--- src/hw/rtl/rlrd_pkg.sv ---
// shared types and constants of the rgb led ramp dimmer
package rlrd_pkg;

  localparam int LVL_W     = 8;
  localparam int CFG_IDX_W = 1;

  // register indexes of the configuration port
  localparam logic [CFG_IDX_W-1:0] CFG_DEFAULT_DELAY = 1'b0;
  localparam logic [CFG_IDX_W-1:0] CFG_MIN_INTENSITY = 1'b1;

  // ramp codes with a meaning of their own
  localparam logic [LVL_W-1:0] RAMP_CODE_JUMP    = 8'd0;
  localparam logic [LVL_W-1:0] RAMP_CODE_DEFAULT = 8'd255;

  localparam logic [LVL_W-1:0] DELAY_MAX     = 8'd254;
  localparam logic [LVL_W-1:0] DELAY_RST     = 8'd5;
  localparam logic [LVL_W-1:0] MIN_INT_RST   = 8'd13;
  localparam logic [LVL_W-1:0] TICKS_SAT     = 8'd255;

  // 255 * 255 and its scaled reciprocal floor(2^32 / 65025)
  localparam logic [16:0] FULL_SQ     = 17'd65025;
  localparam int          RECIP_W     = 17;
  localparam logic [16:0] RECIP       = 17'd66051;
  localparam int          RECIP_SHIFT = 32;

  typedef struct packed {
    logic             fire;
    logic [LVL_W-1:0] level;
    logic [LVL_W-1:0] red;
    logic [LVL_W-1:0] green;
    logic [LVL_W-1:0] blue;
  } upd_t;

  typedef struct packed {
    logic ld_mul;
    logic ld_rcp;
  } stage_ld_t;

endpackage

--- src/hw/rtl/rlrd_ramp_ctrl.sv ---
// tick counting, set command capture and intensity ramp step
module rlrd_ramp_ctrl
  import rlrd_pkg::*;
(
  input  logic             clk,
  input  logic             rst_n,
  input  logic             accept,
  input  logic             op_set,
  input  logic [LVL_W-1:0] target_level,
  input  logic [LVL_W-1:0] red_weight,
  input  logic [LVL_W-1:0] green_weight,
  input  logic [LVL_W-1:0] blue_weight,
  input  logic [LVL_W-1:0] ramp_code,
  input  logic [LVL_W-1:0] default_ramp_delay,
  input  logic [LVL_W-1:0] min_intensity,
  output upd_t             upd
);

  logic [LVL_W-1:0] goal_r, goal_nxt;
  logic [LVL_W-1:0] level_r, level_nxt;
  logic [LVL_W-1:0] red_r, red_nxt;
  logic [LVL_W-1:0] green_r, green_nxt;
  logic [LVL_W-1:0] blue_r, blue_nxt;
  logic             ramping_r, ramping_nxt;
  logic [LVL_W-1:0] delay_r, delay_nxt;
  logic [LVL_W-1:0] ticks_r, ticks_nxt;
  logic             fire_r;

  logic [LVL_W-1:0] ticks_upd;
  logic [LVL_W-1:0] dflt_delay;
  logic [LVL_W-1:0] stepped;
  logic [LVL_W-1:0] clamped;
  logic             fire;

  always_comb begin
    dflt_delay = (default_ramp_delay > DELAY_MAX) ? DELAY_MAX : default_ramp_delay;

    if (op_set) begin
      ticks_upd   = ticks_r;
      goal_nxt    = target_level;
      red_nxt     = red_weight;
      green_nxt   = green_weight;
      blue_nxt    = blue_weight;
      ramping_nxt = (ramp_code != RAMP_CODE_JUMP);
      delay_nxt   = (ramp_code == RAMP_CODE_DEFAULT) ? dflt_delay : ramp_code;
    end else begin
      ticks_upd   = (ticks_r == TICKS_SAT) ? ticks_r : ticks_r + 8'd1;
      goal_nxt    = goal_r;
      red_nxt     = red_r;
      green_nxt   = green_r;
      blue_nxt    = blue_r;
      ramping_nxt = ramping_r;
      delay_nxt   = delay_r;
    end

    fire = (ticks_upd > delay_nxt);

    if (!ramping_nxt) begin
      stepped = goal_nxt;
    end else if (level_r < goal_nxt) begin
      stepped = level_r + 8'd1;
    end else if (level_r > goal_nxt) begin
      stepped = level_r - 8'd1;
    end else begin
      stepped = level_r;
    end

    // hold a lit led at the floor level while the goal is on
    if (goal_nxt != '0 && stepped != '0 && stepped < min_intensity) begin
      clamped = min_intensity;
    end else begin
      clamped = stepped;
    end

    level_nxt = fire ? clamped : level_r;
    ticks_nxt = fire ? '0 : ticks_upd;
  end

  always_ff @(posedge clk) begin
    if (!rst_n) begin
      goal_r    <= '0;
      level_r   <= '0;
      red_r     <= '0;
      green_r   <= '0;
      blue_r    <= '0;
      ramping_r <= 1'b0;
      delay_r   <= DELAY_RST;
      ticks_r   <= '0;
    end else if (accept) begin
      goal_r    <= goal_nxt;
      level_r   <= level_nxt;
      red_r     <= red_nxt;
      green_r   <= green_nxt;
      blue_r    <= blue_nxt;
      ramping_r <= ramping_nxt;
      delay_r   <= delay_nxt;
      ticks_r   <= ticks_nxt;
    end
  end

  always_ff @(posedge clk) begin
    if (accept) begin
      fire_r <= fire;
    end
  end

  assign upd.fire  = fire_r;
  assign upd.level = level_r;
  assign upd.red   = red_r;
  assign upd.green = green_r;
  assign upd.blue  = blue_r;

  a_fire_clears_ticks: assert property (@(posedge clk) disable iff (!rst_n)
    accept && fire |=> ticks_r == '0)
    else $error("tick count not cleared after update");

  a_tick_counts: assert property (@(posedge clk) disable iff (!rst_n)
    accept && !op_set && !fire |=> ticks_r != '0)
    else $error("tick without update left count at zero");

  a_level_holds: assert property (@(posedge clk) disable iff (!rst_n)
    !accept |=> $stable(level_r) && $stable(ticks_r))
    else $error("ramp state moved without a transaction");

endmodule

--- src/hw/rtl/rlrd_duty_scale.sv ---
// one channel: level times weight scaled to a pwm duty over two register stages
module rlrd_duty_scale
  import rlrd_pkg::*;
#(
  parameter int DUTY_BITS = 8
) (
  input  logic                 clk,
  input  stage_ld_t            ld,
  input  logic [LVL_W-1:0]     level,
  input  logic [LVL_W-1:0]     weight,
  output logic [DUTY_BITS-1:0] duty
);

  localparam int XW = 2 * LVL_W;
  localparam int YW = XW + DUTY_BITS;
  localparam int PW = YW + RECIP_W;
  localparam int QW = PW - RECIP_SHIFT;

  logic [XW-1:0]   x;
  logic [YW-1:0]   y_nxt;
  logic [YW-1:0]   y_r;
  logic [YW-1:0]   yq_r;
  logic [PW-1:0]   prod;
  logic [QW-1:0]   q0_r;
  logic [YW:0]     qd;
  logic [YW:0]     rem;
  logic [QW-1:0]   q_fix;

  // y = level * weight * (2^DUTY_BITS - 1)
  always_comb begin
    x     = XW'(level) * XW'(weight);
    y_nxt = (YW'(x) << DUTY_BITS) - YW'(x);
  end

  always_ff @(posedge clk) begin
    if (ld.ld_mul) begin
      y_r <= y_nxt;
    end
  end

  assign prod = PW'(y_r) * PW'(RECIP);

  always_ff @(posedge clk) begin
    if (ld.ld_rcp) begin
      yq_r <= y_r;
      q0_r <= prod[PW-1:RECIP_SHIFT];
    end
  end

  // estimate is exact or one low
  always_comb begin
    qd    = (YW+1)'(q0_r) * (YW+1)'(FULL_SQ);
    rem   = {1'b0, yq_r} - qd;
    q_fix = (rem >= (YW+1)'(FULL_SQ)) ? q0_r + QW'(1) : q0_r;
    duty  = q_fix[DUTY_BITS-1:0];
  end

endmodule

--- src/hw/rtl/rgb_led_ramp_dimmer.sv ---
// top level of the rgb led dimmer with linear intensity ramp
//
// Accepts one transaction per clock, a tick or a set command, and returns one result
// per transaction in the same order. The ramp/tick state update is a loop that
// registers the new intensity, then each colour channel passes a level*weight
// multiply stage, a reciprocal-multiply stage for the divide by 255*255, and a
// correction step feeding the output register. Stages collapse bubbles, so input
// is still taken while a result waits on out_tready until the pipeline is full.
// Configuration writes land at once and should be issued only with no transaction in
// flight. No clearing pass after reset.
module rgb_led_ramp_dimmer
  import rlrd_pkg::*;
#(
  parameter int DUTY_BITS = 8
) (
  input  logic                      clk,
  input  logic                      rst_n,

  input  logic                      in_tvalid,
  output logic                      in_tready,
  // target_level, red_weight, green_weight, blue_weight, ramp_code
  input  logic [5*LVL_W-1:0]        in_tdata,
  // operation
  input  logic                      in_tuser,

  output logic                      out_tvalid,
  input  logic                      out_tready,
  // red_duty, green_duty, blue_duty, zero fill
  output logic [((3*DUTY_BITS+7)/8)*8-1:0] out_tdata,
  // changed
  output logic                      out_tuser,

  input  logic                      cfg_we,
  input  logic [CFG_IDX_W-1:0]      cfg_index,
  input  logic [LVL_W-1:0]          cfg_wdata
);

  localparam int DUTY_SUM = 3 * DUTY_BITS;
  localparam int OUT_W    = ((DUTY_SUM + 7) / 8) * 8;

  logic [LVL_W-1:0] dflt_delay_r;
  logic [LVL_W-1:0] min_int_r;

  logic      accept;
  logic      adv1, adv2, adv3, adv4;
  logic      v1_r, v2_r, v3_r;
  logic      out_valid_r;
  logic      fire2_r, fire3_r;
  upd_t      upd;
  stage_ld_t ld;

  logic [DUTY_BITS-1:0] duty_red, duty_green, duty_blue;
  logic [DUTY_SUM-1:0]  duty_new;
  logic [DUTY_SUM-1:0]  last_duty_r;
  logic [DUTY_SUM-1:0]  res_duty_r;
  logic                 res_changed_r;

  always_ff @(posedge clk) begin
    if (!rst_n) begin
      dflt_delay_r <= DELAY_RST;
      min_int_r    <= MIN_INT_RST;
    end else if (cfg_we) begin
      unique case (cfg_index)
        CFG_DEFAULT_DELAY: dflt_delay_r <= cfg_wdata;
        CFG_MIN_INTENSITY: min_int_r    <= cfg_wdata;
        default: ;
      endcase
    end
  end

  // each stage moves when empty or when the one after it moves
  always_comb begin
    adv4      = !out_valid_r || out_tready;
    adv3      = !v3_r || adv4;
    adv2      = !v2_r || adv3;
    adv1      = !v1_r || adv2;
    in_tready = adv1;
    accept    = in_tvalid && in_tready;
    ld.ld_mul = adv2 && v1_r;
    ld.ld_rcp = adv3 && v2_r;
  end

  always_ff @(posedge clk) begin
    if (!rst_n) begin
      v1_r        <= 1'b0;
      v2_r        <= 1'b0;
      v3_r        <= 1'b0;
      out_valid_r <= 1'b0;
    end else begin
      if (adv1) v1_r        <= in_tvalid;
      if (adv2) v2_r        <= v1_r;
      if (adv3) v3_r        <= v2_r;
      if (adv4) out_valid_r <= v3_r;
    end
  end

  rlrd_ramp_ctrl u_ramp (
    .clk                (clk),
    .rst_n              (rst_n),
    .accept             (accept),
    .op_set             (in_tuser),
    .target_level       (in_tdata[LVL_W-1:0]),
    .red_weight         (in_tdata[2*LVL_W-1:LVL_W]),
    .green_weight       (in_tdata[3*LVL_W-1:2*LVL_W]),
    .blue_weight        (in_tdata[4*LVL_W-1:3*LVL_W]),
    .ramp_code          (in_tdata[5*LVL_W-1:4*LVL_W]),
    .default_ramp_delay (dflt_delay_r),
    .min_intensity      (min_int_r),
    .upd                (upd)
  );

  rlrd_duty_scale #(.DUTY_BITS(DUTY_BITS)) u_scale_red (
    .clk    (clk),
    .ld     (ld),
    .level  (upd.level),
    .weight (upd.red),
    .duty   (duty_red)
  );

  rlrd_duty_scale #(.DUTY_BITS(DUTY_BITS)) u_scale_green (
    .clk    (clk),
    .ld     (ld),
    .level  (upd.level),
    .weight (upd.green),
    .duty   (duty_green)
  );

  rlrd_duty_scale #(.DUTY_BITS(DUTY_BITS)) u_scale_blue (
    .clk    (clk),
    .ld     (ld),
    .level  (upd.level),
    .weight (upd.blue),
    .duty   (duty_blue)
  );

  assign duty_new = {duty_blue, duty_green, duty_red};

  always_ff @(posedge clk) begin
    if (ld.ld_mul) fire2_r <= upd.fire;
    if (ld.ld_rcp) fire3_r <= fire2_r;
  end

  // duties only move on an update, else the present ones are reported
  always_ff @(posedge clk) begin
    if (!rst_n) begin
      last_duty_r <= '0;
    end else if (adv4 && v3_r && fire3_r) begin
      last_duty_r <= duty_new;
    end
  end

  always_ff @(posedge clk) begin
    if (adv4 && v3_r) begin
      if (fire3_r) begin
        res_duty_r    <= duty_new;
        res_changed_r <= (duty_new != last_duty_r);
      end else begin
        res_duty_r    <= last_duty_r;
        res_changed_r <= 1'b0;
      end
    end
  end

  assign out_tvalid = out_valid_r;
  assign out_tdata  = OUT_W'(res_duty_r);
  assign out_tuser  = res_changed_r;

  a_no_change_without_update: assert property (@(posedge clk) disable iff (!rst_n)
    adv4 && v3_r && !fire3_r |=> !out_tuser)
    else $error("changed flag raised without an update");

  a_duties_hold: assert property (@(posedge clk) disable iff (!rst_n)
    !(adv4 && v3_r && fire3_r) |=> $stable(last_duty_r))
    else $error("duties moved without an update");

  a_full_stalls_input: assert property (@(posedge clk) disable iff (!rst_n)
    out_tvalid && !out_tready && v1_r && v2_r && v3_r |-> !in_tready)
    else $error("input taken while pipeline full");

endmodule

--- config.mk ---
export PLATFORM = sky130hd
export DESIGN_NAME = rgb_led_ramp_dimmer
export DESIGN_NICKNAME = d
export VERILOG_FILES = /design/src/hw/rtl/rlrd_pkg.sv /design/src/hw/rtl/rlrd_ramp_ctrl.sv /design/src/hw/rtl/rlrd_duty_scale.sv /design/src/hw/rtl/rgb_led_ramp_dimmer.sv
export SDC_FILE = /design/constraint.sdc
export NUM_CORES = 2
export LEC_CHECK = 0
export BUFFER_PORTS_ARGS = -buffer_cell sky130_fd_sc_hd__buf_2
export CORE_ASPECT_RATIO = 1.75
export CORE_MARGIN = 2
export CORE_UTILIZATION = 45
export DETAILED_ROUTE_END_ITERATION = 7
export HOLD_SLACK_MARGIN = 0.15
export PLACE_DENSITY = 0.7
export SKIP_LAST_GASP = 1
export SLEW_MARGIN = 20
export SYNTH_ARGS = -nofsm -noshare
export SYNTH_HDL_FRONTEND = slang
export SYNTH_SLANG_ARGS = --single-unit
export TNS_END_PERCENT = 100
--- constraint.sdc ---
create_clock -name clk -period 10.7 [get_ports clk]
set_input_delay 2.14 -clock clk [delete_from_list [all_inputs] [get_ports clk]]
set_output_delay 2.14 -clock clk [all_outputs]
set_load 0.01 [all_outputs]
==> summary.txt <==
Run status
  • Status: complete, no violations

CTS
  • CTS Buf Count: 35
  • H-tree levels: 2
  • CTS max path bufs: 3
  • Clock latency on the worst-skew pair: 0.58 ns
  • Post-cts gate resize count: 0
  • CTS Hold Bufs: 0
  • Root buffer cell: clkbuf_16
  • Post-CTS Setup Inserts: 0
  • CTS tree: built
  • Sink Count: 300
  • Clk pin slew, worst setup/hold paths: 0.06 ns

Detailed routing
  • Initial DRC count: 1002
  • ANT nets after route: 0
  • DRC Markers: 0
  • Avg WL per Cell: 16.4 microns
  • Vias per cell: 5.42
  • Routed vias: 28300
  • Total wire length: 85600 microns
  • DRT Pass-1 Iters: 5

Timing
  • Max Transition Viols Final: 0
  • Slew margin rel.: 33.9%
  • Clock Skews: 0.0342 ns
  • Max Clk Rate: 0.129 GHz
  • Unrepaired setup endpoints after global routing: no
  • Fin crit period: 7.77 ns
  • Fin. Hold Viols: 0
  • Fin crit share: 72.6%
  • Least-Margin Pin Slew: 0.991 ns
  • Setup TNS: 0 ns
  • Final setup vio count: 0

Synth
  • #FFs+latches synth: 300
  • Area leader, netlist: ha_1
  • Yosys cell types: 89
  • Avg Inst Size Synth: 9.34 sq um
  • Most common cell in the netlist: ha_1
  • Share of the synthesized area in the top cell type: 25.9%
  • EDFF count, synth: 199
  • Post-synthesis sequential area ratio: 21.0%
  • Post-Synthesis Cells: 4077
  • Syn nets: 5203
  • Post-synth ARST share: 0%
  • Yosys warning total: 0
  • Cell area after synthesis: 38100 sq um
  • Synth top area cells: ha_1 26%, edfxtp_1 16%, fa_1 15%
  • Main synth FF type: edfxtp_1
  • Most common library cells after synthesis: 787 x ha_1, 683 x inv_1, 333 x nand2_1

Hold path
  • Hold path start: u_ramp.ramping_r$_SDFFE_PN0P_
  • Worst hold path class: register to register

Cells and area
  • Layout cells sized above 1: 4.80%
  • Post-route core utilization: 48.5%
  • Nets@finish: 5242
  • P&R area growth vs syn: 7.12%
  • Inserted Diodes: 0

Die
  • Std cell rows: 141
  • Initial Util: 45.2%
  • Die area: 87000 sq um
  • Die width: 224 microns
  • Die height: 389 microns
  • I/O pins: 82
  • Core area: 84200 sq um

GRT
  • Routing usage on met2: 39.7%
  • Initial antenna violation count: 0
  • GR peak layer: met2
  • Met1 Usage GRT: 20.9%
  • Largest net degree at the start of global routing: 74
  • Global router's overall resource usage: 20.2%
  • GRT overflow: 0
  • First-pass GRT wire length: 143000 microns
  • M3 GR Usage: 2.23%
  • Vias in the first global route: 30000

Placement
  • DP HPWL: 71100 microns
  • GP Congestion: 0.949
  • Port Buffers: 81

Power and ir drop
  • VDD IR max: 0.117 mV
  • PwrDens: 167 nW/um^2
  • Leakage: 20.2 nW

Setup path
  • Crit path from: u_scale_blue.q0_r[3]$_DFFE_PP_
  • Crit Path Class: register to register
  • Critical Path End Type: register
  • Crit start category: register
  • FF-to-FF Start: u_scale_blue.q0_r[3]$_DFFE_PP_
  • CP Max Fanout: 11
  • Req. time, crit path: 10.99 ns
  • CP arrival: 8.06 ns

Job
  • Max Cap Viol: 0
## worst max-delay path: stages (launching register included)
cell and delay (ns):
edfxtp_1 0.58, inv_1 0.23, fa_1 0.59, inv_1 0.13, fa_1 0.54, inv_1 0.05
fa_1 0.50, fa_1 0.54, inv_1 0.05, fa_1 0.49, inv_1 0.04, ha_1 0.35
a21oi_1 0.17, o21ai_0 0.12, nor2_1 0.21, o2111ai_1 0.21, a21oi_1 0.18, o2111ai_1 0.12
a211oi_1 0.53, or3b_1 0.62, and2_1 0.33, nand4_1 0.17, xnor2_1 0.16, nand4_1 0.12
o41a_1 0.45
## registers in the layout, summed over array words and instances (netlist names), 24 cells and up
signal              count
u_scale_red.y_r        24
last_duty_r            24
u_scale_green.y_r      24
u_scale_red.yq_r       24
u_scale_blue.yq_r      24
u_scale_green.yq_r     24
u_scale_blue.y_r       24
out_tdata              24
## per-layer routing
layer  share of wire, %  vias up
li1                   -    13900
met1                 38    13700
met2                 54      460
met3                2.6      212
met4                5.0        0
met5                  0        -
## per-stage QoR
step	instance area (sq um)	power [mW]	setup slack, ns	std cells	hold WS (ns)
after floorplan	38100	4.58	2.41	4077	0.400
after global placement	39600	5.45	3.10	5151	0.447
after detailed placement	39600	5.53	2.93	5151	0.450
after CTS	40800	6.82	2.89	5215	0.459
after global routing	40800	7.45	2.38	5215	0.483
final	40800	6.80	2.93	5215	0.460
## where the power goes
| group | switching (mW) | internal [mW] |
|---|---|---|
| clock | 0.531 | 0.724 |
| combinational | 2.42 | 1.74 |
| sequential | 0.0809 | 1.30 |
## path summary, 6_finish.rpt
kind                                                      end  slack (ns)  depth (start not counted)
worst min-delay path            u_ramp.ramping_r$_SDFFE_PN0P_        0.46                          2
worst min register to register  u_ramp.ramping_r$_SDFFE_PN0P_        0.46                          2
worst max register to register        out_tuser$_SDFFCE_PN0P_        2.93                         24
worst max-delay path                  out_tuser$_SDFFCE_PN0P_        2.93                         24
## kinds of logic after synthesis
logic type	share of synthesized area (%)
AND/OR/NAND/NOR	12.1
multiplexers	1.36
XOR/XNOR	5.42
buffers and inverters	7.80
adder cells (fa/ha/maj)	40.8
flip-flops	21.0
AO/OA/AOI/OAI	11.4
## area by class of cell
class	instances	area, sq um
fill	7740	43400
multi-input combinational	2995	27100
sequential	300	8000
inverter	684	2570
tap	1072	1340
clock buffer	40	947
timing repair buffer	100	548
clock inverter	24	258
## layout by cell type, fill, tap and decap left out, types with 20 or more instances in the layout
| cell | synthesis | layout |
|---|---|---|
| nor2_1 | 202 | 202 |
| xor2_1 | 75 | 75 |
| nor2b_1 | 28 | 27 |
| buf_2 | 5 | 81 |
| nand2_1 | 333 | 333 |
| o21ai_0 | 107 | 107 |
| edfxtp_1 | 199 | 199 |
| nand3_1 | 66 | 66 |
| nor3_1 | 50 | 50 |
| nand2b_1 | 32 | 32 |
| o21bai_1 | 31 | 31 |
| ha_1 | 787 | 787 |
| o21a_1 | 31 | 31 |
| and2_1 | 112 | 112 |
| a211oi_1 | 56 | 56 |
| xnor2_1 | 158 | 158 |
| a21o_1 | 79 | 79 |
| dfxtp_1 | 101 | 101 |
| fa_1 | 284 | 284 |
| inv_1 | 683 | 683 |
| mux2i_1 | 36 | 36 |
| a21oi_1 | 230 | 230 |
| clkbuf_16 | 0 | 37 |
| and3_1 | 20 | 20 |
| nand4_1 | 45 | 45 |
No activity file was read; power rests on OpenSTA's default activity.
